--- src/rtl/pcx_planar_rle_line_decoder_assert.svh ---
// assertion macros shared by the planar pcx line decoder modules
`ifndef PCX_PLANAR_RLE_LINE_DECODER_ASSERT_SVH
`define PCX_PLANAR_RLE_LINE_DECODER_ASSERT_SVH
`ifndef SYNTH
`define PCX_ASSERT(name, clk, rst_n, prop, msg) \
    name: assert property (@(posedge clk) disable iff (!rst_n) prop) \
        else $error(msg);
`define PCX_ASSERT_NEXT(name, clk, rst_n, pre, post, msg) \
    name: assert property (@(posedge clk) disable iff (!rst_n) pre |=> post) \
        else $error(msg);
`else
`define PCX_ASSERT(name, clk, rst_n, prop, msg)
`define PCX_ASSERT_NEXT(name, clk, rst_n, pre, post, msg)
`endif
`endif

--- src/rtl/pcx_prl_pkg.sv ---
// shared constants, types and register codes of the planar pcx line decoder
package pcx_prl_pkg;

    localparam int MAX_LINE_PIXELS  = 1024;
    localparam int PLANE_COUNT      = 4;
    localparam int PIXELS_PER_GROUP = 16;

    // line store geometry: one byte of one plane per row (eight pixels)
    localparam int LINE_ROWS = (MAX_LINE_PIXELS + 7) / 8;
    localparam int ROW_W     = $clog2(LINE_ROWS);
    localparam int FILL_W    = $clog2(LINE_ROWS + 1);
    localparam int PLANE_W   = (PLANE_COUNT > 1) ? $clog2(PLANE_COUNT) : 1;
    localparam int RP_W      = $clog2(PLANE_COUNT + 1);
    localparam int RAM_AW    = PLANE_W + ROW_W;
    localparam int RAM_DEPTH = 1 << RAM_AW;
    localparam int RAM_DW    = 8;

    localparam int PIX_W   = $clog2(MAX_LINE_PIXELS + 1);
    localparam int GRP_K_W = $clog2(PIXELS_PER_GROUP + 1);
    localparam int POS_W   = 12;
    localparam int CLAMP_W = 13;

    localparam logic [POS_W:0]       POS_LIMIT  = (POS_W + 1)'(MAX_LINE_PIXELS);
    localparam logic [CLAMP_W-1:0]   PIX_LIMIT  = CLAMP_W'(MAX_LINE_PIXELS);
    localparam logic [PLANE_W-1:0]   PLANE_LAST = PLANE_W'(PLANE_COUNT - 1);
    localparam logic [RP_W-1:0]      RP_END     = RP_W'(PLANE_COUNT);
    localparam logic [GRP_K_W-1:0]   GROUP_FULL = GRP_K_W'(PIXELS_PER_GROUP);

    // field widths
    localparam int BYTE_W = 8;
    localparam int BPL_W  = 8;
    localparam int PPL_W  = 11;
    localparam int LCNT_W = 17;
    localparam int LINE_W = 16;
    localparam int GIDX_W = 6;
    localparam int WORD_W = 64;
    localparam int VCNT_W = 5;
    localparam int TIMES_W = 6;

    localparam logic [BYTE_W-1:0] RUN_PREFIX = 8'hC0;

    // command queue between front and back
    localparam int QUEUE_DEPTH = 4;
    localparam int QPTR_W      = $clog2(QUEUE_DEPTH);
    localparam int QCNT_W      = $clog2(QUEUE_DEPTH + 1);

    // configuration registers
    localparam int CFG_IDX_W  = 2;
    localparam int CFG_DATA_W = 17;
    localparam logic [CFG_IDX_W-1:0] CFG_BYTES_PER_PLANE_LINE = 2'd0;
    localparam logic [CFG_IDX_W-1:0] CFG_PIXELS_PER_LINE      = 2'd1;
    localparam logic [CFG_IDX_W-1:0] CFG_LINE_COUNT           = 2'd2;

    localparam logic [BPL_W-1:0]  BPL_RESET  = 8'd80;
    localparam logic [PPL_W-1:0]  PPL_RESET  = 11'd640;
    localparam logic [LCNT_W-1:0] LCNT_RESET = 17'd350;

    typedef struct packed {
        logic [BPL_W-1:0]  bytes_per_plane_line;
        logic [PPL_W-1:0]  pixels_per_line;
        logic [LCNT_W-1:0] line_count;
    } t_cfg;

    typedef struct packed {
        logic [BYTE_W-1:0]  data;
        logic [TIMES_W-1:0] times;
    } t_cmd;

    typedef struct packed {
        logic [LINE_W-1:0] line_index;
        logic [GIDX_W-1:0] group_index;
        logic [WORD_W-1:0] pixel_group;
        logic [VCNT_W-1:0] valid_count;
        logic              last_of_line;
        logic              last_of_image;
    } t_result;

endpackage

--- src/rtl/pcx_prl_fifo.sv ---
// short command queue between the byte parser and the line builder
`include "pcx_planar_rle_line_decoder_assert.svh"
module pcx_prl_fifo (
    input  logic                i_clk,
    input  logic                i_rst_n,
    input  logic                i_push,
    input  pcx_prl_pkg::t_cmd   i_cmd,
    input  logic                i_pop,
    output pcx_prl_pkg::t_cmd   o_cmd,
    output logic                o_empty,
    output logic                o_full
);

    pcx_prl_pkg::t_cmd r_mem [pcx_prl_pkg::QUEUE_DEPTH];
    logic [pcx_prl_pkg::QPTR_W-1:0] r_wr;
    logic [pcx_prl_pkg::QPTR_W-1:0] r_rd;
    logic [pcx_prl_pkg::QCNT_W-1:0] r_cnt;

    always_ff @(posedge i_clk) begin
        if (i_push) begin
            r_mem[r_wr] <= i_cmd;
        end
    end

    always_ff @(posedge i_clk) begin
        if (!i_rst_n) begin
            r_wr  <= '0;
            r_rd  <= '0;
            r_cnt <= '0;
        end else begin
            if (i_push) begin
                r_wr <= r_wr + 1'b1;
            end
            if (i_pop) begin
                r_rd <= r_rd + 1'b1;
            end
            if (i_push && !i_pop) begin
                r_cnt <= r_cnt + 1'b1;
            end else if (i_pop && !i_push) begin
                r_cnt <= r_cnt - 1'b1;
            end
        end
    end

    assign o_cmd   = r_mem[r_rd];
    assign o_empty = (r_cnt == '0);
    assign o_full  = (r_cnt == pcx_prl_pkg::QCNT_W'(pcx_prl_pkg::QUEUE_DEPTH));

    `PCX_ASSERT(a_no_overflow, i_clk, i_rst_n, i_push |-> !o_full, "command pushed into full queue")
    `PCX_ASSERT(a_no_underflow, i_clk, i_rst_n, i_pop |-> !o_empty, "command popped from empty queue")

endmodule

--- config.mk ---
export PLATFORM = sky130hd
export DESIGN_NAME = pcx_prl_fifo
export DESIGN_NICKNAME = d
export VERILOG_FILES = /design/src/rtl/pcx_prl_pkg.sv /design/src/rtl/pcx_prl_fifo.sv
export VERILOG_INCLUDE_DIRS = /design/src /design/src/rtl
export SDC_FILE = /design/constraint.sdc
export NUM_CORES = 1
export LEC_CHECK = 0
export BUFFER_PORTS_ARGS = -buffer_cell sky130_fd_sc_hd__buf_4
export CAP_MARGIN = 20
export CORE_UTILIZATION = 35
export CTS_BUF_LIST = sky130_fd_sc_hd__clkbuf_8
export CTS_CLUSTER_DIAMETER = 60
export DETAILED_ROUTE_END_ITERATION = 12
export GPL_TIMING_DRIVEN = 0
export PLACE_DENSITY_LB_ADDON = 0.25
export SETUP_SLACK_MARGIN = 0.2
export SLEW_MARGIN = 20
export SYNTH_ARGS = -nofsm -noshare
export SYNTH_HDL_FRONTEND = slang
export SYNTH_SLANG_ARGS = --single-unit
--- constraint.sdc ---
create_clock -name i_clk -period 1.5 [get_ports i_clk]
set_input_delay 0.225 -clock i_clk [delete_from_list [all_inputs] [get_ports i_clk]]
set_output_delay 0.225 -clock i_clk [all_outputs]
set_load 0.02 [all_outputs]
==> out/results.txt <==
Max_cap viols - 0
Crit-path cells - buf_6 > buf_6 > mux4_2 > buf_6
DRT Wirelength - 4085 um
Synth-to-Final Area Change - 28.90%
First-pass GRT wire length - 6520 um
Setup violations, final - 14
Die Y - 86.41 um
Int Pwr - 3.190 mW
Pre-antenna DRT Iters - 4
Minimum clock period - 1.794 ns
Family with the most delay on the worst path - multiplexers
Ys Warns - 0
Status - finished, violations left
RSZ-0062 raised after global routing - true
Max FO, Critical Path - 4
Drt drc - 0
TritonCTS Buffers - 9
Max transition margin - 83.67%
Crit Path Class - reg -> out
Clock root buffer - clkbuf_8
Largest net degree at the start of global routing - 15
Area leader, netlist - edfxtp_1
Cell count after synthesis - 116
Deepest clock path buffer count - 2
Port bufs - 33
Max Slew Vio Count - 0
Critical path data arrival time - 1.57 ns
Fin. Hold Viols - 0
Overall global routing resource usage - 12.42%
Clock power frac - 32.6%
Crit-path slowest cell - mux4_2
Routed Antenna Nets - 0
Startpoint types - flop
Max rail drop VDD - 0.8190 mV
# rows - 30
CTS tree - yes
H-tree levels - 3
HPWL after DPL - 2558 um
Final #Nets - 188
Die span in x - 86.41 um
Clk_lat worst skew - 0.33 ns
Via density - 4.404
CP bufs+invs - 3
Initial core utilization - 36.50%
Yosys top cell area share - 67.44%
Failing checks - negative setup slack
Worst-path clk slew - 0.07 ns
Mapped cell area - 2494 um^2
Fmax - 0.5574 GHz
Worst setup margin - -0.2941 ns
Grt total ovfl - 0
PwrDens - 1296 nW/um^2
Critical Path Most Common Cell - buf_6
Core box area - 6832 um^2
DR WL/cell - 15.42 um
Layout cell share with drive strength beyond 1 - 49.11%
CTS Sinks - 65
Sequential area share after synthesis - 74.66%
Vias in the first global route - 1283
Final Cycle Share - 119.6%
Post-synthesis cell type count - 21
FF+latch count, synth - 65
Net Sw Frac - 23.43%
Gate power share - 16.3%
Power, Total - 4.166 mW
Critical Path Sink - o_cmd[9]
CP required - 1.27 ns
RR Endpoint - r_cnt[2]
RR Startpoint - r_cnt[0]
Endpoint class of the critical path - output port
Syn Area/Cell - 21.50 um^2
Post-synth net total - 140
Io pins - 34
Reg power frac - 51.1%
Clk_skew - 0.009174 ns
Reg2reg setup slack - 0.02 ns
Hold crit path type - in -> reg
CP max stage delay - 0.52 ns
LEAKAGE - 1.130 nW
Routed via count - 1167
Min-delay src - i_cmd[9]
Net Switching - 976.0 uW
Synth top area cells - edfxtp_1 67%, mux4_2 9.0%, dfxtp_1 7.2%
Drt initial violations - 33
DIE AREA - 7466 um^2
Diode count - 0
Worst path depth - 4
Worst slew pin tran - 0.2446 ns
Utilization after layout - 47.05%
R2R depth - 4
Initial antenna violation count - 0
Gpl congestion - 0.7027
==> state kept, by name, indices dropped and copies added (netlist names), named ones only <==
register	count
r_cnt	3
r_rd	2
r_wr	2
r_mem	56
==> stage by stage <==
step	cells	TNS (ns)	instance area, um^2	worst slack (ns)	hold slack, ns
detailed placement	245	-4.203	2890	-0.1891	0.4290
global route	265	-4.935	3214	-0.3703	0.06356
finish	265	-3.846	3214	-0.2941	0.09577
global placement	245	-2.907	2890	-0.09635	0.4245
floorplan	116	0	2522	0.09711	0.3239
CTS	263	-4.372	3181	-0.3390	0.07369
==> power groups by stage <==
stage,combinational [mW],sequential [mW],clock [mW]
2_1_floorplan,0.348,2.14,0
3_3_place_gp,0.546,2.15,0
3_5_place_dp,0.567,2.16,0
4_1_cts,0.656,2.12,1.41
5_1_grt,0.734,2.14,1.50
6_report,0.678,2.13,1.36
==> worst min-delay path by stage <==
stage                        endpoint  cells past startpoint
after floorplan           r_mem[0][0]                      0
after global placement    r_mem[0][6]                      1
after detailed placement  r_mem[2][7]                      1
after CTS                 r_mem[0][6]                      1
after global routing      r_mem[0][6]                      1
final                     r_mem[1][9]                      1
==> kinds of logic (layout without fill, tap and decap cells) <==
kind of cell | count (synthesis) | count (layout) | synth area share [%]
DFF | 65 | 65 | 74.66
muxes | 16 | 16 | 14.05
xor gates and xnor gates | 5 | 5 | 1.756
AOI/OAI and AO/OA | 2 | 2 | 0.5017
buffers and inverters | 7 | 60 | 2.057
and+or+nand+nor | 15 | 15 | 3.663
adders and majority gates | 6 | 6 | 3.312
==> area by class of cell <==
type	count	area [um^2]
fillers	601	3617
flip-flops and latches	65	1869
multi-input cells	44	610.6
repair buffers	37	361.6
clock buffers	9	123.9
well taps	96	120.1
clock inverters	7	62.56
plain buffers	3	38.79
inverters	4	27.53
==> layer usage <==
layer	part of all wire [%]	vias to the layer above	GRT usage, %	wire length [um]
met1	44	584	13.98	1781
met5	0	-	0	0
met2	50	30	20.42	2050
met4	1.2	0	4.545	48
met3	5.0	5	6.190	205
li1	-	548	-	-
==> layout by cell type, fill, tap and decap left out, types with 2 or more instances in the layout <==
cell,count
buf_4,20
xnor2_1,2
mux2i_1,2
edfxtp_1,56
mux4_2,14
clkinvlp_4,2
ha_1,4
and2_1,5
xor2_1,3
nor2b_1,2
buf_6,18
clkinv_2,2
and2_4,4
inv_1,3
dfxtp_2,3
dfxtp_1,5
clkbuf_8,9
==> cell usage after synthesis <==
library cell / count
a21boi_0: 1
and2_1: 9
buf_12: 1
buf_2: 1
buf_6: 1
dfxtp_1: 9
edfxtp_1: 56
fa_1: 1
ha_1: 5
inv_1: 4
mux2i_1: 2
mux4_1: 4
mux4_2: 10
nand2_1: 1
nor2b_1: 2
nor3_1: 1
nor3b_1: 1
o21ai_0: 1
or3_1: 1
xnor2_1: 2
xor2_1: 3
==> worst register-to-register path, stage by stage, from the launching register on <==
cell and delay (ns):
dfxtp_4 0.37, fa_2 0.38, xor2_1 0.15, or3_1 0.36, a21boi_2 0.14
==> what timing repair did <==
item	CTS	global route
setup endpoints to repair	73	31
buffers inserted	1	2
cloned	1	0
hold buffers	0	0
resized for setup	34	5
pin swaps	0	2
(Power assumes the default switching activity.)
