File: src/rtl/pcx_planar_rle_line_decoder_assert.svh
// assertion macros shared by the planar pcx line decoder modules
`ifndef PCX_PLANAR_RLE_LINE_DECODER_ASSERT_SVH
`define PCX_PLANAR_RLE_LINE_DECODER_ASSERT_SVH
`ifndef SYNTH
`define PCX_ASSERT(name, clk, rst_n, prop, msg) \
    name: assert property (@(posedge clk) disable iff (!rst_n) prop) \
        else $error(msg);
`define PCX_ASSERT_NEXT(name, clk, rst_n, pre, post, msg) \
    name: assert property (@(posedge clk) disable iff (!rst_n) pre |=> post) \
        else $error(msg);
`else
`define PCX_ASSERT(name, clk, rst_n, prop, msg)
`define PCX_ASSERT_NEXT(name, clk, rst_n, pre, post, msg)
`endif
`endif

File: src/rtl/pcx_prl_pkg.sv
// shared constants, types and register codes of the planar pcx line decoder
package pcx_prl_pkg;

    localparam int MAX_LINE_PIXELS  = 1024;
    localparam int PLANE_COUNT      = 4;
    localparam int PIXELS_PER_GROUP = 16;

    // line store geometry: one byte of one plane per row (eight pixels)
    localparam int LINE_ROWS = (MAX_LINE_PIXELS + 7) / 8;
    localparam int ROW_W     = $clog2(LINE_ROWS);
    localparam int FILL_W    = $clog2(LINE_ROWS + 1);
    localparam int PLANE_W   = (PLANE_COUNT > 1) ? $clog2(PLANE_COUNT) : 1;
    localparam int RP_W      = $clog2(PLANE_COUNT + 1);
    localparam int RAM_AW    = PLANE_W + ROW_W;
    localparam int RAM_DEPTH = 1 << RAM_AW;
    localparam int RAM_DW    = 8;

    localparam int PIX_W   = $clog2(MAX_LINE_PIXELS + 1);
    localparam int GRP_K_W = $clog2(PIXELS_PER_GROUP + 1);
    localparam int POS_W   = 12;
    localparam int CLAMP_W = 13;

    localparam logic [POS_W:0]       POS_LIMIT  = (POS_W + 1)'(MAX_LINE_PIXELS);
    localparam logic [CLAMP_W-1:0]   PIX_LIMIT  = CLAMP_W'(MAX_LINE_PIXELS);
    localparam logic [PLANE_W-1:0]   PLANE_LAST = PLANE_W'(PLANE_COUNT - 1);
    localparam logic [RP_W-1:0]      RP_END     = RP_W'(PLANE_COUNT);
    localparam logic [GRP_K_W-1:0]   GROUP_FULL = GRP_K_W'(PIXELS_PER_GROUP);

    // field widths
    localparam int BYTE_W = 8;
    localparam int BPL_W  = 8;
    localparam int PPL_W  = 11;
    localparam int LCNT_W = 17;
    localparam int LINE_W = 16;
    localparam int GIDX_W = 6;
    localparam int WORD_W = 64;
    localparam int VCNT_W = 5;
    localparam int TIMES_W = 6;

    localparam logic [BYTE_W-1:0] RUN_PREFIX = 8'hC0;

    // command queue between front and back
    localparam int QUEUE_DEPTH = 4;
    localparam int QPTR_W      = $clog2(QUEUE_DEPTH);
    localparam int QCNT_W      = $clog2(QUEUE_DEPTH + 1);

    // configuration registers
    localparam int CFG_IDX_W  = 2;
    localparam int CFG_DATA_W = 17;
    localparam logic [CFG_IDX_W-1:0] CFG_BYTES_PER_PLANE_LINE = 2'd0;
    localparam logic [CFG_IDX_W-1:0] CFG_PIXELS_PER_LINE      = 2'd1;
    localparam logic [CFG_IDX_W-1:0] CFG_LINE_COUNT           = 2'd2;

    localparam logic [BPL_W-1:0]  BPL_RESET  = 8'd80;
    localparam logic [PPL_W-1:0]  PPL_RESET  = 11'd640;
    localparam logic [LCNT_W-1:0] LCNT_RESET = 17'd350;

    typedef struct packed {
        logic [BPL_W-1:0]  bytes_per_plane_line;
        logic [PPL_W-1:0]  pixels_per_line;
        logic [LCNT_W-1:0] line_count;
    } t_cfg;

    typedef struct packed {
        logic [BYTE_W-1:0]  data;
        logic [TIMES_W-1:0] times;
    } t_cmd;

    typedef struct packed {
        logic [LINE_W-1:0] line_index;
        logic [GIDX_W-1:0] group_index;
        logic [WORD_W-1:0] pixel_group;
        logic [VCNT_W-1:0] valid_count;
        logic              last_of_line;
        logic              last_of_image;
    } t_result;

endpackage

File: src/rtl/pcx_prl_front.sv
// byte parser: splits run prefixes from data bytes and queues write commands
module pcx_prl_front (
    input  logic                                i_clk,
    input  logic                                i_rst_n,
    input  logic                                i_valid,
    input  logic [pcx_prl_pkg::BYTE_W-1:0]      i_data_byte,
    input  logic                                i_full,
    output logic                                o_stall,
    output logic                                o_push,
    output pcx_prl_pkg::t_cmd                   o_cmd
);

    logic                               r_run_pending;
    logic [pcx_prl_pkg::TIMES_W-1:0]    r_run_length;
    logic                               w_accept;
    logic                               w_prefix;

    assign w_accept = i_valid && !i_full;
    assign w_prefix = (i_data_byte >= pcx_prl_pkg::RUN_PREFIX);

    // a byte right after a prefix is always data, whatever its value
    always_ff @(posedge i_clk) begin
        if (!i_rst_n) begin
            r_run_pending <= 1'b0;
            r_run_length  <= '0;
        end else if (w_accept) begin
            if (r_run_pending) begin
                r_run_pending <= 1'b0;
            end else if (w_prefix) begin
                r_run_pending <= 1'b1;
                r_run_length  <= i_data_byte[pcx_prl_pkg::TIMES_W-1:0];
            end
        end
    end

    assign o_stall    = i_full;
    assign o_push     = w_accept && (r_run_pending || !w_prefix);
    assign o_cmd.data = i_data_byte;
    assign o_cmd.times = r_run_pending ? r_run_length : pcx_prl_pkg::TIMES_W'(1);

endmodule

File: config.mk
export PLATFORM = sky130hd
export DESIGN_NAME = pcx_prl_front
export DESIGN_NICKNAME = d
export VERILOG_FILES = /design/src/rtl/pcx_planar_rle_line_decoder_assert.svh /design/src/rtl/pcx_prl_pkg.sv /design/src/rtl/pcx_prl_front.sv
export SDC_FILE = /design/constraint.sdc
export NUM_CORES = 1
export LEC_CHECK = 0
export BUFFER_PORTS_ARGS = -buffer_cell sky130_fd_sc_hd__buf_2
export CAP_MARGIN = 0
export CORE_AREA = 2 2 39 41
export CTS_CLUSTER_SIZE = 12
export DETAILED_ROUTE_END_ITERATION = 16
export DIE_AREA = 0 0 41 43
export SETUP_SLACK_MARGIN = 0.05
export SYNTH_ARGS = -nofsm -noshare
export SYNTH_HDL_FRONTEND = slang
export SYNTH_SLANG_ARGS = --single-unit
File: constraint.sdc
create_clock -name i_clk -period 1.1 [get_ports i_clk]
set_input_delay 0.11 -clock i_clk [delete_from_list [all_inputs] [get_ports i_clk]]
set_output_delay 0.11 -clock i_clk [all_outputs]
set_load 0.05 [all_outputs]
==> results.json, run 1 <==
{
  "p_leak_nw": 0.286,
  "slew_viol_final": 0,
  "status": "finished, violations left",
  "cp_max_fo": 8,
  "insertion_delay_ps": 240,
  "seq_area_frac_synth_pct": 33.4,
  "io_buffers": 27,
  "vdd_drop_max_mv": 0.475,
  "ys_ff_latch": 7,
  "maxCapViolCount": 0,
  "grt.met2_usage_pct": 16.6,
  "drt_first_pass_iters": 2,
  "setup_violations": 2,
  "wirelength_um": 783,
  "vias": 363,
  "synthFlopType": "dfxtp_1",
  "grt_first_pass_wirelength_um": 1260,
  "fin_util_pct": 45.4,
  "cts_root_buf": "clkbuf_4",
  "syn_inst": 48,
  "syn-num-nets": 60,
  "met3_usage_pct": 3.14,
  "syn-cell-area_um2": 419,
  "start_kind": "flip-flop",
  "slew_headroom_pct": 83.4,
  "grt_pass1_vias": 321,
  "max_slew.worst_pin.slew_ps": 251,
  "htree_levels": 1,
  "yosysWarnings": 0,
  "synthToLayoutAreaGrowth_pct": 49.9,
  "core_um2": 1380,
  "post-synth-top-count-cell": "nand2_1",
  "layout_setup_ws_ps": -37.9,
  "grt_max_degree": 14,
  "synth_cell_types": 14,
  "tritoncts": "built",
  "yosys.area.top_type": "dfxtp_1",
  "cp-end-kind": "primary output",
  "antenna_found_initial": 0,
  "violations": "setup timing",
  "power.density_nw_per_um2": 1070,
  "die_area_um2": 1760,
  "nets": 84,
  "vias_per_cell": 4.17,
  "drt_iter0_markers": 1,
  "synth_edf_count": 0,
  "period_needed_ps": 1140,
  "core.rowCount": 14,
  "place_ws_ps": 81.9,
  "diodes": 0,
  "netlist_top_cells_count": "12 x nand2_1, 9 x buf_4, 7 x dfxtp_1, 6 x mux2i_1, 4 x and2_2",
  "n_fill_cell": 141,
  "fin_setup_tns_ps": -65.0,
  "ant_nets": 0,
  "syn_avg_cell_area_um2": 8.73,
  "grtUsageTotal_pct": 10.7,
  "gr-total-overflow": 0,
  "die_x_um": 41,
  "max_freq_ghz": 0.879,
  "required_ps": 990,
  "hp-class": "in2reg",
  "period_share_pct": 103,
  "cp.arrival_ps": 1030,
  "gr-usage-met1_pct": 12.3,
  "skew_ps": 0.990,
  "ys_async_sr_fraction_pct": 0,
  "cts_made_buffers": 3,
  "yosysTopAreaCellShare_pct": 33.4,
  "gp_congestion": 0.613,
  "rsz0062_at_grt": "yes",
  "top_usage_layer": "met2",
  "hold_violations": 0,
  "start_util_pct": 30.3,
  "netlist_top_cells_area": "dfxtp_1 33%, buf_4 16%, mux2i_1 14%, nand2_1 11%, and2_2 7.2%",
  "cts.clk_slew.worst_paths_ps": 50,
  "wl_per_cell_um": 9.00,
  "num_io_pins": 28,
  "die-height_um": 43,
  "cts.sinks": 7,
  "drive_gt1_share_pct": 59.2,
  "worstSetupPathType": "reg2out",
  "clockBufferDepth": 2,
  "dp_hpwl_um": 608,
  "detail_route.drc_violations": 0,
  "cts_setup_buffers": 0,
  "p_total_mw": 0.672
}
registers in the layout, summed over array words and instances, names as in the netlist:
name and count:
r_run_pending 1, r_run_length 6
through the flow:
stage | hold WS [ps] | instances | instance area (um^2)
3_3_place_gp | 370 | 83 | 536
2_1_floorplan | 214 | 48 | 438
3_5_place_dp | 374 | 83 | 536
5_1_grt | 131 | 87 | 628
6_report | 118 | 87 | 628
4_1_cts | 112 | 87 | 621
per-layer routing:
layer | vias up | part of all wire (%)
li1 | 193 | -
met1 | 161 | 41
met2 | 7 | 54
met3 | 2 | 5.0
met4 | 0 | 0.51
met5 | - | 0
area by class of cell:
type	instances	area [um^2]	share of cell area [%]
Clock buffer	4	26.3	4.18
Tap cell	16	20.0	3.19
Multi-Input combinational cell	29	214	34.1
Sequential cell	7	144	22.9
Inverter	2	7.51	1.20
Timing Repair Buffer	29	216	34.5
report_power, final:
group | total, mW | switching, mW | internal (mW) | leakage (nW)
registers | 0.268 | 0.00724 | 0.260 | 0.0574
logic | 0.182 | 0.125 | 0.0570 | 0.214
clock network | 0.223 | 0.0854 | 0.138 | 0.0150
total | 0.672 | 0.217 | 0.455 | 0.286
kinds of logic (layout without fill, tap and decap cells):
family	Yosys count	in the layout	share of synthesized area, %
flip-flops	7	7	33.4
AO/OA/AOI/OAI	2	2	3.29
AND/OR/NAND/NOR	21	21	29.9
multiplexers	6	6	14.3
buffers and inverters	12	35	19.1
worst max-delay path, stage by stage (launching register included):
cell and delay, ps:
dfxtp_4 390, or2b_1 240, buf_6 150
final timing paths:
check | from | end | slack [ps] | cells past startpoint
worst min register to register | r_run_length[2] | r_run_length[2] | 450 | 2
worst min-delay path | i_data_byte[1] | r_run_length[1] | 120 | 3
worst max-delay path | r_run_pending | o_cmd[0] | -40 | 2
worst max register to register | r_run_pending | r_run_length[0] | 100 | 3
layout by cell type (no fill, tap or decap):
| cell | n |
|---|---|
| buf_2 | 20 |
| buf_6 | 5 |
| and2_2 | 4 |
| clkbuf_1 | 1 |
| a31oi_4 | 1 |
| clkbuf_4 | 3 |
| nand2_2 | 1 |
| and2_1 | 1 |
| inv_2 | 1 |
| or2b_1 | 1 |
| nand2b_4 | 1 |
| dfxtp_1 | 6 |
| a211oi_1 | 1 |
| inv_1 | 1 |
| dfxtp_4 | 1 |
| nand2_1 | 12 |
| buf_8 | 4 |
| nor3_4 | 1 |
| mux2i_1 | 6 |
timing repair:
action                     4_1_cts  5_1_grt
cloned                           0        0
setup endpoints to repair        7       12
resized for setup               19        2
pin swaps                        1        1
hold buffers                     0        0
Note: power is estimated with default switching activity, not from simulation.
==> run 2, diff against run 1 <==
Settings changed: CTS_BUF_LIST set to sky130_fd_sc_hd__clkbuf_2.
Clock period 1.1 ns to 1.5 ns, I/O delays scaled along.
==> results.json, run 2 (same netlist as run 1, synthesis figures left out) <==
{
  "core.rowCount": 14,
  "required_ps": 1350,
  "io_buffers": 27,
  "tritoncts": "built",
  "p_sw_share_pct": 35.3,
  "diodes": 0,
  "cts.clk_slew.worst_paths_ps": 70,
  "finalNonFillerCells": 85,
  "power.density_nw_per_um2": 862,
  "cp_top_family": "flip-flops",
  "die_area_um2": 1760,
  "core_um2": 1380,
  "largest_reg_flops": 6,
  "wl_per_cell_um": 8.67,
  "p_switching_mw": 0.161,
  "rsz0062_at_grt": "no",
  "cts.sinks": 7,
  "met1_length_um": 284,
  "detail_route.drc_violations": 0,
  "insertion_delay_ps": 230,
  "mostFrequentLayoutCell": "buf_2",
  "nets": 82,
  "dp.cells": 81,
  "grt_pass1_vias": 297,
  "wl_met3_um": 60,
  "skew_ps": 4.29,
  "num_io_pins": 28,
  "n_fill_cell": 169,
  "p_int_mw": 0.295,
  "cts_root_buf": "clkbuf_2",
  "cp-end-kind": "primary output",
  "seq_power_share_pct": 43.0,
  "slowest_stage": "dfxtp_2",
  "slew_viol_final": 0,
  "hp-class": "in2reg",
  "drive_gt1_share_pct": 58.0,
  "fin_setup_tns_ps": 0,
  "gp_congestion": 0.694,
  "combPwrFrac_pct": 26.4,
  "max_slew.worst_pin.slew_ps": 397,
  "clockBufferDepth": 2,
  "start_util_pct": 30.3,
  "p_leak_nw": 0.263,
  "grtUsageTotal_pct": 9.77,
  "status": "finished clean",
  "route.met2.wl_um": 392,
  "maxCapViolCount": 0,
  "hold_violations": 0,
  "antenna_found_initial": 0,
  "cpPeakStageDelay_ps": 400,
  "hold_buffers": 0,
  "max_freq_ghz": 0.769,
  "vdd_drop_max_mv": 0.413,
  "htree_levels": 1,
  "cts_made_buffers": 3,
  "vias_per_cell": 4.31,
  "synthToLayoutAreaGrowth_pct": 26.3,
  "ant_nets": 0,
  "die_x_um": 41,
  "period_share_pct": 86.7,
  "wirelength_um": 737,
  "slew_headroom_pct": 73.5,
  "drt_first_pass_iters": 2,
  "drt_iter0_markers": 3,
  "reg_top3": "r_run_length: 6 flops, r_run_pending: 1 flops",
  "cp.arrival_ps": 1150,
  "start_kind": "flip-flop",
  "top_register": "r_run_length",
  "grt_max_degree": 14,
  "cp_max_fo": 8,
  "clkPwrFrac_pct": 30.6,
  "cp_num_buf_inv": 2,
  "vias": 366,
  "gr-total-overflow": 0,
  "worstSetupPathType": "reg2out",
  "layout_common_cells": "27 x buf_2, 12 x nand2_1, 6 x mux2i_1, 6 x dfxtp_1",
  "grt_first_pass_wirelength_um": 1120,
  "worstPathCellList": "inv_1 > a31oi_2 > buf_2",
  "highest_layer": "met3",
  "die-height_um": 43,
  "period_needed_ps": 1300,
  "setup_violations": 0
}
## run 2: cell types whose count changed in the layout (fill, tap and decap cells not counted), sizes merged
cell	before	now
buf	29	27
## run 2: layer usage
metal	track usage (%)	up-vias
li1	-	186
met1	11.7	167
met2	13.4	13
met3	7.85	0
met4	2.00	0
met5	0	-
## run 2: power by group through the flow
stage          registers (mW)  clock network (mW)  logic [mW]
2_1_floorplan           0.199                   0       0.104
3_3_place_gp            0.200                   0       0.122
3_5_place_dp            0.200                   0       0.122
4_1_cts                 0.196               0.147       0.122
5_1_grt                 0.197               0.161       0.129
6_report                0.196               0.140       0.120
## run 2: path summary, 6_finish.rpt
kind                   startpoint         endpoint  slack (ps)  cells past startpoint
hold / removal     i_data_byte[2]  r_run_length[2]         160                      3
setup reg to reg    r_run_pending  r_run_length[3]         440                      2
hold reg to reg   r_run_length[4]  r_run_length[4]         450                      2
setup / recovery    r_run_pending           o_push         200                      3
## run 2: tightest hold or removal path, stage by stage
cell     delay, ps
buf_2          100
nand2_1         50
mux2i_1         50
## run 2: metrics by stage
stage / hold slack (ps) / utilization [%] / power, mW / setup slack [ps] / area (um^2)
after global placement: 409 / 36.7 / 0.321 / 380 / 508
after detailed placement: 414 / 36.7 / 0.322 / 336 / 508
final: 163 / 38.2 / 0.456 / 199 / 529
after global routing: 165 / 38.2 / 0.487 / 104 / 529
after CTS: 153 / 38.2 / 0.465 / 70.7 / 528
after floorplan: 264 / - / 0.302 / 236 / 425
## run 2: what timing repair did
action | in CTS | in global routing
endpoints found under the setup margin | 0 | 1
hold endpoints to repair | 0 | 0
setup buffers | 0 | 0
resized for setup | 0 | 1
## run 2: layout make-up
class                      instances  area [um^2]  area share [%]
inverter                           2         7.51            1.42
tap                               16         20.0            3.78
sequential                         7          141            26.7
clock buffer                       4         20.0            3.78
multi-input combinational         29          205            38.8
timing repair buffer              27          135            25.5
