[src/rtl/pcx_planar_rle_line_decoder_assert.svh]
// assertion macros shared by the planar pcx line decoder modules
`ifndef PCX_PLANAR_RLE_LINE_DECODER_ASSERT_SVH
`define PCX_PLANAR_RLE_LINE_DECODER_ASSERT_SVH
`ifndef SYNTH
`define PCX_ASSERT(name, clk, rst_n, prop, msg) \
    name: assert property (@(posedge clk) disable iff (!rst_n) prop) \
        else $error(msg);
`define PCX_ASSERT_NEXT(name, clk, rst_n, pre, post, msg) \
    name: assert property (@(posedge clk) disable iff (!rst_n) pre |=> post) \
        else $error(msg);
`else
`define PCX_ASSERT(name, clk, rst_n, prop, msg)
`define PCX_ASSERT_NEXT(name, clk, rst_n, pre, post, msg)
`endif
`endif

[src/rtl/pcx_prl_pkg.sv]
// shared constants, types and register codes of the planar pcx line decoder
package pcx_prl_pkg;

    localparam int MAX_LINE_PIXELS  = 1024;
    localparam int PLANE_COUNT      = 4;
    localparam int PIXELS_PER_GROUP = 16;

    // line store geometry: one byte of one plane per row (eight pixels)
    localparam int LINE_ROWS = (MAX_LINE_PIXELS + 7) / 8;
    localparam int ROW_W     = $clog2(LINE_ROWS);
    localparam int FILL_W    = $clog2(LINE_ROWS + 1);
    localparam int PLANE_W   = (PLANE_COUNT > 1) ? $clog2(PLANE_COUNT) : 1;
    localparam int RP_W      = $clog2(PLANE_COUNT + 1);
    localparam int RAM_AW    = PLANE_W + ROW_W;
    localparam int RAM_DEPTH = 1 << RAM_AW;
    localparam int RAM_DW    = 8;

    localparam int PIX_W   = $clog2(MAX_LINE_PIXELS + 1);
    localparam int GRP_K_W = $clog2(PIXELS_PER_GROUP + 1);
    localparam int POS_W   = 12;
    localparam int CLAMP_W = 13;

    localparam logic [POS_W:0]       POS_LIMIT  = (POS_W + 1)'(MAX_LINE_PIXELS);
    localparam logic [CLAMP_W-1:0]   PIX_LIMIT  = CLAMP_W'(MAX_LINE_PIXELS);
    localparam logic [PLANE_W-1:0]   PLANE_LAST = PLANE_W'(PLANE_COUNT - 1);
    localparam logic [RP_W-1:0]      RP_END     = RP_W'(PLANE_COUNT);
    localparam logic [GRP_K_W-1:0]   GROUP_FULL = GRP_K_W'(PIXELS_PER_GROUP);

    // field widths
    localparam int BYTE_W = 8;
    localparam int BPL_W  = 8;
    localparam int PPL_W  = 11;
    localparam int LCNT_W = 17;
    localparam int LINE_W = 16;
    localparam int GIDX_W = 6;
    localparam int WORD_W = 64;
    localparam int VCNT_W = 5;
    localparam int TIMES_W = 6;

    localparam logic [BYTE_W-1:0] RUN_PREFIX = 8'hC0;

    // command queue between front and back
    localparam int QUEUE_DEPTH = 4;
    localparam int QPTR_W      = $clog2(QUEUE_DEPTH);
    localparam int QCNT_W      = $clog2(QUEUE_DEPTH + 1);

    // configuration registers
    localparam int CFG_IDX_W  = 2;
    localparam int CFG_DATA_W = 17;
    localparam logic [CFG_IDX_W-1:0] CFG_BYTES_PER_PLANE_LINE = 2'd0;
    localparam logic [CFG_IDX_W-1:0] CFG_PIXELS_PER_LINE      = 2'd1;
    localparam logic [CFG_IDX_W-1:0] CFG_LINE_COUNT           = 2'd2;

    localparam logic [BPL_W-1:0]  BPL_RESET  = 8'd80;
    localparam logic [PPL_W-1:0]  PPL_RESET  = 11'd640;
    localparam logic [LCNT_W-1:0] LCNT_RESET = 17'd350;

    typedef struct packed {
        logic [BPL_W-1:0]  bytes_per_plane_line;
        logic [PPL_W-1:0]  pixels_per_line;
        logic [LCNT_W-1:0] line_count;
    } t_cfg;

    typedef struct packed {
        logic [BYTE_W-1:0]  data;
        logic [TIMES_W-1:0] times;
    } t_cmd;

    typedef struct packed {
        logic [LINE_W-1:0] line_index;
        logic [GIDX_W-1:0] group_index;
        logic [WORD_W-1:0] pixel_group;
        logic [VCNT_W-1:0] valid_count;
        logic              last_of_line;
        logic              last_of_image;
    } t_result;

endpackage

[src/rtl/pcx_prl_ram.sv]
// generic single write port ram with registered read
module pcx_prl_ram #(
    parameter int WIDTH = 8,
    parameter int DEPTH = 512
) (
    input  logic                     i_clk,
    input  logic                     i_we,
    input  logic [$clog2(DEPTH)-1:0] i_waddr,
    input  logic [WIDTH-1:0]         i_wdata,
    input  logic [$clog2(DEPTH)-1:0] i_raddr,
    output logic [WIDTH-1:0]         o_rdata
);

    logic [WIDTH-1:0] r_mem [DEPTH];
    logic [WIDTH-1:0] r_rdata;

    always_ff @(posedge i_clk) begin
        if (i_we) begin
            r_mem[i_waddr] <= i_wdata;
        end
        r_rdata <= r_mem[i_raddr];
    end

    assign o_rdata = r_rdata;

endmodule

[src/rtl/pcx_prl_back.sv]
// line builder: writes plane bytes into the line store and streams out pixel groups
`include "pcx_planar_rle_line_decoder_assert.svh"
module pcx_prl_back (
    input  logic                    i_clk,
    input  logic                    i_rst_n,
    input  pcx_prl_pkg::t_cfg       i_cfg,
    input  logic                    i_empty,
    input  pcx_prl_pkg::t_cmd       i_cmd,
    output logic                    o_pop,
    input  logic                    i_out_stall,
    output logic                    o_out_valid,
    output pcx_prl_pkg::t_result    o_result
);

    typedef enum logic [3:0] {
        S_IDLE  = 4'b0001,
        S_RUN   = 4'b0010,
        S_READ  = 4'b0100,
        S_SHIFT = 4'b1000
    } t_state;

    t_state r_state, n_state;

    logic [pcx_prl_pkg::POS_W-1:0]    r_pos, n_pos;
    logic [pcx_prl_pkg::PLANE_W-1:0]  r_plane, n_plane;
    logic [pcx_prl_pkg::LCNT_W-1:0]   r_line, n_line;
    logic                             r_done, n_done;
    logic [pcx_prl_pkg::FILL_W-1:0]   r_fill [pcx_prl_pkg::PLANE_COUNT];
    logic [pcx_prl_pkg::FILL_W-1:0]   n_fill [pcx_prl_pkg::PLANE_COUNT];
    logic [pcx_prl_pkg::BYTE_W-1:0]   r_byte, n_byte;
    logic [pcx_prl_pkg::TIMES_W-1:0]  r_left, n_left;

    logic [pcx_prl_pkg::PIX_W-1:0]    r_n, n_n;
    logic                             r_last_img, n_last_img;
    logic [pcx_prl_pkg::PIX_W-1:0]    r_pix, n_pix;
    logic [pcx_prl_pkg::PIX_W-1:0]    r_grp, n_grp;
    logic [pcx_prl_pkg::GRP_K_W-1:0]  r_k, n_k;
    logic [pcx_prl_pkg::WORD_W-1:0]   r_word, n_word;
    logic [2:0]                       r_bit, n_bit;
    logic [pcx_prl_pkg::RP_W-1:0]     r_rp, n_rp;
    logic                             r_rd_pend, n_rd_pend;
    logic                             r_rd_ok, n_rd_ok;
    logic [pcx_prl_pkg::PLANE_W-1:0]  r_rd_plane, n_rd_plane;
    logic [pcx_prl_pkg::RAM_DW-1:0]   r_rowbuf [pcx_prl_pkg::PLANE_COUNT];
    logic [pcx_prl_pkg::RAM_DW-1:0]   n_rowbuf [pcx_prl_pkg::PLANE_COUNT];

    pcx_prl_pkg::t_result             r_out, n_out;
    logic                             r_ov;

    logic                             w_ram_we;
    logic [pcx_prl_pkg::RAM_AW-1:0]   w_ram_waddr;
    logic [pcx_prl_pkg::RAM_AW-1:0]   w_ram_raddr;
    logic [pcx_prl_pkg::RAM_DW-1:0]   w_ram_rdata;

    logic [pcx_prl_pkg::ROW_W-1:0]    w_wrow;
    logic [pcx_prl_pkg::ROW_W-1:0]    w_rrow;
    logic [pcx_prl_pkg::PLANE_W-1:0]  w_rplane;
    logic                             w_in_store;
    logic                             w_plane_end;
    logic [pcx_prl_pkg::PIX_W-1:0]    w_n;
    logic                             w_last_img;
    logic [3:0]                       w_pixel;
    logic                             w_grp_end;
    logic                             w_pix_last;
    logic                             w_out_free;
    logic                             w_load;
    logic                             w_finish;
    logic                             w_fin_last;
    logic                             w_pop;

    assign w_wrow      = pcx_prl_pkg::ROW_W'(r_pos >> 3);
    assign w_rrow      = pcx_prl_pkg::ROW_W'(r_pix >> 3);
    assign w_rplane    = r_rp[pcx_prl_pkg::PLANE_W-1:0];
    assign w_in_store  = ({1'b0, r_pos} < pcx_prl_pkg::POS_LIMIT);
    assign w_plane_end = (r_pos >= pcx_prl_pkg::POS_W'({i_cfg.bytes_per_plane_line, 3'b000}));
    assign w_last_img  = (({1'b0, r_line} + 18'd1) >= {1'b0, i_cfg.line_count});
    assign w_n = ({2'b00, i_cfg.pixels_per_line} > pcx_prl_pkg::PIX_LIMIT)
               ? pcx_prl_pkg::PIX_W'(pcx_prl_pkg::MAX_LINE_PIXELS)
               : pcx_prl_pkg::PIX_W'(i_cfg.pixels_per_line);
    assign w_grp_end  = ((r_k + 1'b1) == pcx_prl_pkg::GROUP_FULL) || w_pix_last;
    assign w_pix_last = ((r_pix + 1'b1) == r_n);
    assign w_out_free = !r_ov || !i_out_stall;

    // current pixel: one bit of each plane byte, msb first
    always_comb begin
        w_pixel = '0;
        for (int p = 0; p < pcx_prl_pkg::PLANE_COUNT; p++) begin
            w_pixel[p] = r_rowbuf[p][3'd7 - r_bit];
        end
    end

    always_comb begin
        n_state    = r_state;
        n_pos      = r_pos;
        n_plane    = r_plane;
        n_line     = r_line;
        n_done     = r_done;
        n_fill     = r_fill;
        n_byte     = r_byte;
        n_left     = r_left;
        n_n        = r_n;
        n_last_img = r_last_img;
        n_pix      = r_pix;
        n_grp      = r_grp;
        n_k        = r_k;
        n_word     = r_word;
        n_bit      = r_bit;
        n_rp       = r_rp;
        n_rd_pend  = 1'b0;
        n_rd_ok    = r_rd_ok;
        n_rd_plane = r_rd_plane;
        n_rowbuf   = r_rowbuf;
        n_out      = r_out;
        w_ram_we    = 1'b0;
        w_ram_waddr = {r_plane, w_wrow};
        w_ram_raddr = {w_rplane, w_rrow};
        w_load     = 1'b0;
        w_finish   = 1'b0;
        w_fin_last = r_last_img;
        w_pop      = 1'b0;

        // plane byte returned by the store, zero where not written this line
        if (r_rd_pend) begin
            n_rowbuf[r_rd_plane] = r_rd_ok ? w_ram_rdata : '0;
        end

        unique case (r_state)
            S_IDLE: begin
                if (!i_empty) begin
                    w_pop = 1'b1;
                    if (!r_done) begin
                        n_byte  = i_cmd.data;
                        n_left  = i_cmd.times;
                        n_state = S_RUN;
                    end
                end
            end
            S_RUN: begin
                if (r_left != '0) begin
                    if (w_in_store) begin
                        w_ram_we        = 1'b1;
                        n_fill[r_plane] = pcx_prl_pkg::FILL_W'(w_wrow) + 1'b1;
                        n_pos           = r_pos + pcx_prl_pkg::POS_W'(8);
                        n_left          = r_left - 1'b1;
                    end else begin
                        // rest of the run falls off the store
                        n_pos  = r_pos + pcx_prl_pkg::POS_W'({r_left, 3'b000});
                        n_left = '0;
                    end
                end else begin
                    n_state = S_IDLE;
                    if (w_plane_end) begin
                        n_pos = '0;
                        if (r_plane == pcx_prl_pkg::PLANE_LAST) begin
                            n_plane    = '0;
                            n_n        = w_n;
                            n_last_img = w_last_img;
                            n_pix      = '0;
                            n_grp      = '0;
                            n_k        = '0;
                            n_word     = '0;
                            n_rp       = '0;
                            if (w_n == '0) begin
                                w_finish   = 1'b1;
                                w_fin_last = w_last_img;
                            end else begin
                                n_state = S_READ;
                            end
                        end else begin
                            n_plane = r_plane + 1'b1;
                        end
                    end
                end
            end
            S_READ: begin
                if (r_rp == pcx_prl_pkg::RP_END) begin
                    n_state = S_SHIFT;
                    n_bit   = '0;
                end else begin
                    n_rd_pend  = 1'b1;
                    n_rd_plane = w_rplane;
                    n_rd_ok    = (pcx_prl_pkg::FILL_W'(w_rrow) < r_fill[w_rplane]);
                    n_rp       = r_rp + 1'b1;
                end
            end
            S_SHIFT: begin
                if (!w_grp_end || w_out_free) begin
                    for (int j = 0; j < pcx_prl_pkg::PIXELS_PER_GROUP; j++) begin
                        if (r_k == pcx_prl_pkg::GRP_K_W'(j)) begin
                            n_word[pcx_prl_pkg::WORD_W-1-4*j -: 4] = w_pixel;
                        end
                    end
                    n_pix = r_pix + 1'b1;
                    n_k   = r_k + 1'b1;
                    n_bit = r_bit + 1'b1;
                    if (w_grp_end) begin
                        w_load              = 1'b1;
                        n_out.line_index    = r_line[pcx_prl_pkg::LINE_W-1:0];
                        n_out.group_index   = pcx_prl_pkg::GIDX_W'(r_grp);
                        n_out.pixel_group   = n_word;
                        n_out.valid_count   = pcx_prl_pkg::VCNT_W'(r_k)
                                            + pcx_prl_pkg::VCNT_W'(1);
                        n_out.last_of_line  = w_pix_last;
                        n_out.last_of_image = w_pix_last && r_last_img;
                        n_word = '0;
                        n_k    = '0;
                        n_grp  = r_grp + 1'b1;
                    end
                    if (w_pix_last) begin
                        w_finish = 1'b1;
                        n_state  = S_IDLE;
                    end else if (r_bit == 3'd7) begin
                        n_rp    = '0;
                        n_state = S_READ;
                    end
                end
            end
            default: begin
                n_state = S_IDLE;
            end
        endcase

        // end of line: empty the store by dropping the fill counts
        if (w_finish) begin
            for (int p = 0; p < pcx_prl_pkg::PLANE_COUNT; p++) begin
                n_fill[p] = '0;
            end
            n_line = r_line + 1'b1;
            if (w_fin_last) begin
                n_done = 1'b1;
            end
        end
    end

    always_ff @(posedge i_clk) begin
        if (!i_rst_n) begin
            r_state   <= S_IDLE;
            r_pos     <= '0;
            r_plane   <= '0;
            r_line    <= '0;
            r_done    <= 1'b0;
            r_rd_pend <= 1'b0;
            r_ov      <= 1'b0;
            for (int p = 0; p < pcx_prl_pkg::PLANE_COUNT; p++) begin
                r_fill[p] <= '0;
            end
        end else begin
            r_state   <= n_state;
            r_pos     <= n_pos;
            r_plane   <= n_plane;
            r_line    <= n_line;
            r_done    <= n_done;
            r_rd_pend <= n_rd_pend;
            r_fill    <= n_fill;
            if (w_load) begin
                r_ov <= 1'b1;
            end else if (!i_out_stall) begin
                r_ov <= 1'b0;
            end
        end
    end

    always_ff @(posedge i_clk) begin
        r_byte     <= n_byte;
        r_left     <= n_left;
        r_n        <= n_n;
        r_last_img <= n_last_img;
        r_pix      <= n_pix;
        r_grp      <= n_grp;
        r_k        <= n_k;
        r_word     <= n_word;
        r_bit      <= n_bit;
        r_rp       <= n_rp;
        r_rd_ok    <= n_rd_ok;
        r_rd_plane <= n_rd_plane;
        r_rowbuf   <= n_rowbuf;
        r_out      <= n_out;
    end

    pcx_prl_ram #(
        .WIDTH (pcx_prl_pkg::RAM_DW),
        .DEPTH (pcx_prl_pkg::RAM_DEPTH)
    ) u_line_store (
        .i_clk   (i_clk),
        .i_we    (w_ram_we),
        .i_waddr (w_ram_waddr),
        .i_wdata (r_byte),
        .i_raddr (w_ram_raddr),
        .o_rdata (w_ram_rdata)
    );

    assign o_pop       = w_pop;
    assign o_out_valid = r_ov;
    assign o_result    = r_out;

    `PCX_ASSERT(a_no_write_after_image, i_clk, i_rst_n, r_done |-> !w_ram_we, "line store written after image end")
    `PCX_ASSERT(a_row_ready_for_shift, i_clk, i_rst_n, (r_state == S_SHIFT) |-> !r_rd_pend, "pixel shift before plane bytes arrived")
    `PCX_ASSERT(a_image_end_on_line_end, i_clk, i_rst_n, (r_ov && r_out.last_of_image) |-> r_out.last_of_line, "image end flagged inside a line")
    `PCX_ASSERT_NEXT(a_line_steps_once, i_clk, i_rst_n, w_finish, (r_line == $past(r_line) + 17'd1), "line counter did not advance at line end")

endmodule

[config.mk]
export PLATFORM = sky130hd
export DESIGN_NAME = pcx_prl_back
export DESIGN_NICKNAME = d
export VERILOG_FILES = /design/src/rtl/pcx_prl_pkg.sv /design/src/rtl/pcx_prl_ram.sv /design/src/rtl/pcx_prl_back.sv
export VERILOG_INCLUDE_DIRS = /design/src /design/src/rtl
export SDC_FILE = /design/constraint.sdc
export NUM_CORES = 2
export LEC_CHECK = 0
export ABC_CLOCK_PERIOD_IN_PS = 9100
export BUFFER_PORTS_ARGS = -buffer_cell sky130_fd_sc_hd__buf_4
export CAP_MARGIN = 10
export CORE_ASPECT_RATIO = 0.75
export CORE_MARGIN = 4
export CORE_UTILIZATION = 45
export DETAILED_ROUTE_END_ITERATION = 7
export MAX_ROUTING_LAYER = met4
export PLACE_DENSITY = 0.58
export SETUP_SLACK_MARGIN = 0.15
export SLEW_MARGIN = 20
export SYNTH_ARGS = -nofsm -noshare
export SYNTH_HDL_FRONTEND = slang
export SYNTH_SLANG_ARGS = --single-unit
[constraint.sdc]
create_clock -name i_clk -period 9.1 [get_ports i_clk]
set_input_delay 0.91 -clock i_clk [delete_from_list [all_inputs] [get_ports i_clk]]
set_output_delay 0.91 -clock i_clk [all_outputs]
set_load 0.05 [all_outputs]
==> results.toml <==
[synth]
synth_top_cell_area_share_pct = 75.74
synth_fp_nets = 8244
synth_compound_area_share_pct = 2.382
syn_area_sq_um = 172100
synth_mux_area_share_pct = 15.96
synth_top_family_by_area = "multiplexers"
synthTopCellsByArea = "edfxtp_1 (76%), mux4_2 (14%), mux2i_1 (1.5%)"
synth-seq-area-share_pct = 76.61
yosys_warnings = 0
synth.most_common_cell = "edfxtp_1"
synth_cell_types = 60
synth_fa_ha_area_share_pct = 0.4332
async_flop_share_pct = 0
syn-instance-count = 8131
ys_top_cells_by_count = "edfxtp_1 (4342), mux4_2 (1104), nor2_1 (689), mux2i_1 (260), clkbuf_1 (236)"
ys_seq_elements = 4417
synth.avg_cell_area_sq_um = 21.17
synth-simple-area-share_pct = 2.818
synthXorXnorAreaFrac_pct = 0.3096
synthFlopType = "edfxtp_1"
synth_largest_area_cell = "edfxtp_1"
synth_edf_count = 4342

[clocking]
cts_hold_buf = 0
cts_resized = 0
path_clk_slew_ps = 60
cts_buffers = 421
cts.sinks = 4417
post_cts_buffers = 0
h-tree-depth = 5
tritoncts = "built"
clock_tree.root_cell = "clkbuf_16"
insertion_delay_ps = 960
clock_path_buffers = 4

[setup_path]
arrival_ps = 6840
crit_type = "reg -> reg"
crit_fanout = 65
required_ps = 9930
cp_slowest_stage_delay_ps = 950
critPathLaunchType = "flip-flop"
crit_slowest_cell = "a21oi_1"
crit_buf_inv = 3
crit_chain = "buf_12, buf_4, buf_4, mux4_2, mux2i_1, a211oi_1, a22oi_1, a21oi_1, nor4_1, nor4_1"
cp-end-kind = "flip-flop"
cp_top_family = "compound AO/OA/AOI/OAI gates"

[drt]
antenna_left = 0
drc_errors = 0
drt-wirelength-per-cell_um = 31.05
drt-total-wl_um = 428900
viasPerCell = 6.041
drt-pass1-iter-count = 6
route.vias.total = 83450
first_iter_violations = 11000

[sta]
hold_violations = 0
period_needed_ps = 6007
whs_ps = 141.3
slew_viol_final = 0
fmax_ghz = 0.1665
final.setup.tns_ps = 0
fin_crit_sh_pct = 66.01
setup_violations = 0
skew_ps = 55.41
rsz0062_at_grt = "no"
worst_pin_slew_ps = 1270
relSlewSlack_pct = 15.36

[global_routing]
grt_pass1_wl_um = 619000
antenna_found_initial = 31
grt_pass1_vias = 83010
grt_max_degree = 222
grt_usage_pct = 22.35
overflow = 0

[floorplan]
num_rows = 196
initial_utilization_pct = 45.23
fp.dieH_um = 543.6
die_w_um = 722.2
dieArea_sq_um = 392600
core_area_sq_um = 380600
io_pins = 149

[power]
power_density_nw_per_um2 = 212.4
p_leak_nw = 62.20
ir_worst_vdd_v = 0.0001752
finalPower_w = 0.04110

[finish]
stdcell_count = 13810
fin_nets = 8520
syn2layout_area_growth_pct = 12.41
nFillCells = 29930
final_layout_size_suffix_gt1_share_pct = 24.58

[job]
max-cap-violations = 0

[hold_path]
holdCritPathClass = "in -> reg"

[status]
status = "complete, no violations"

[placement]
dpl.cell_count = 13030
port_buffers = 148
place_congestion = 0.8210
place_hpwl_um = 250900
[placed cells by master, fill, tap and decap left out, drive strengths merged, types with 86 or more instances in the layout]
cell       n
mux2i    260
buf      332
o22ai    130
mux4    1104
edfxtp  4342
clkbuf   502
a21oi    133
nand2     99
nor2b     98
nor2     689
clkinv   196
a211oi    86
[final timing paths]
kind | depth (start not counted) | endpoint | slack (ps) | from
setup reg to reg | 10 | u_line_store.o_rdata[0] | 3090 | r_pix[4]
hold / removal | 1 | r_byte[6] | 140 | i_cmd[12]
setup / recovery | 10 | u_line_store.o_rdata[0] | 3090 | r_pix[4]
hold reg to reg | 2 | r_fill[15] | 460 | r_fill[15]
[cells by family after synthesis]
kind of cell / after synthesis
adders and majority gates: 59
buffers and inverters: 536
muxes: 1364
and+or+nand+nor: 1099
DFF: 4417
AOI/OAI and AO/OA: 603
xor gates and xnor gates: 53
[stage by stage]
stage	util [%]	setup WS [ps]	area [sq um]
after floorplan	-	1018	172100
after global placement	47.11	3150	179300
after detailed placement	47.14	3253	179400
after CTS	50.77	3201	193200
after global routing	50.84	2837	193500
final	50.84	3093	193500
[worst register-to-register path, stage by stage (launching register included)]
cell and delay [ps]:
edfxtp_1 810, buf_12 440, buf_4 750, buf_4 790, mux4_2 380, mux2i_1 80
a211oi_1 810, a22oi_1 420, a21oi_1 950, nor4_1 220, nor4_1 250
[sequential cells by signal, indices dropped and copies added (netlist names), 3 cells and up]
name                  cells
r_fill                   32
u_line_store.o_rdata      8
r_rp                      3
u_line_store.r_mem     4096
r_word                   64
r_line                   17
r_state                   4
r_k                       5
r_pix                    11
r_pos                     9
r_left                    6
r_rowbuf                 32
o_result                 93
r_n                      11
r_bit                     3
r_byte                    8
r_grp                     6
[where the power goes]
part	internal (W)	total (W)	switching [W]
logic	0.0000897	0.000748	0.000658
clock network	0.0101	0.0177	0.00762
registers	0.0226	0.0226	0.0000164
[per-layer routing]
layer	wire [um]	global-route usage, %	part of all wire, %
met5	0	-	0
met3	36120	4.040	8.4
met4	8196	4.444	1.9
met1	189400	33.71	44
met2	195200	32.21	46
[area by class of cell]
cell class                      instances  area [sq um]  area share (%)
Antenna cell                            9         22.52         0.01164
Clock buffer                          502         11010           5.688
Clock inverter                        269          2810           1.452
Inverter                               57         214.0          0.1106
Multi-Input combinational cell       3178         38230           19.76
Sequential cell                      4417        131900           68.16
Tap cell                             5049          6317           3.265
Timing Repair Buffer                  332          3014           1.558
(Power assumes the default switching activity.)
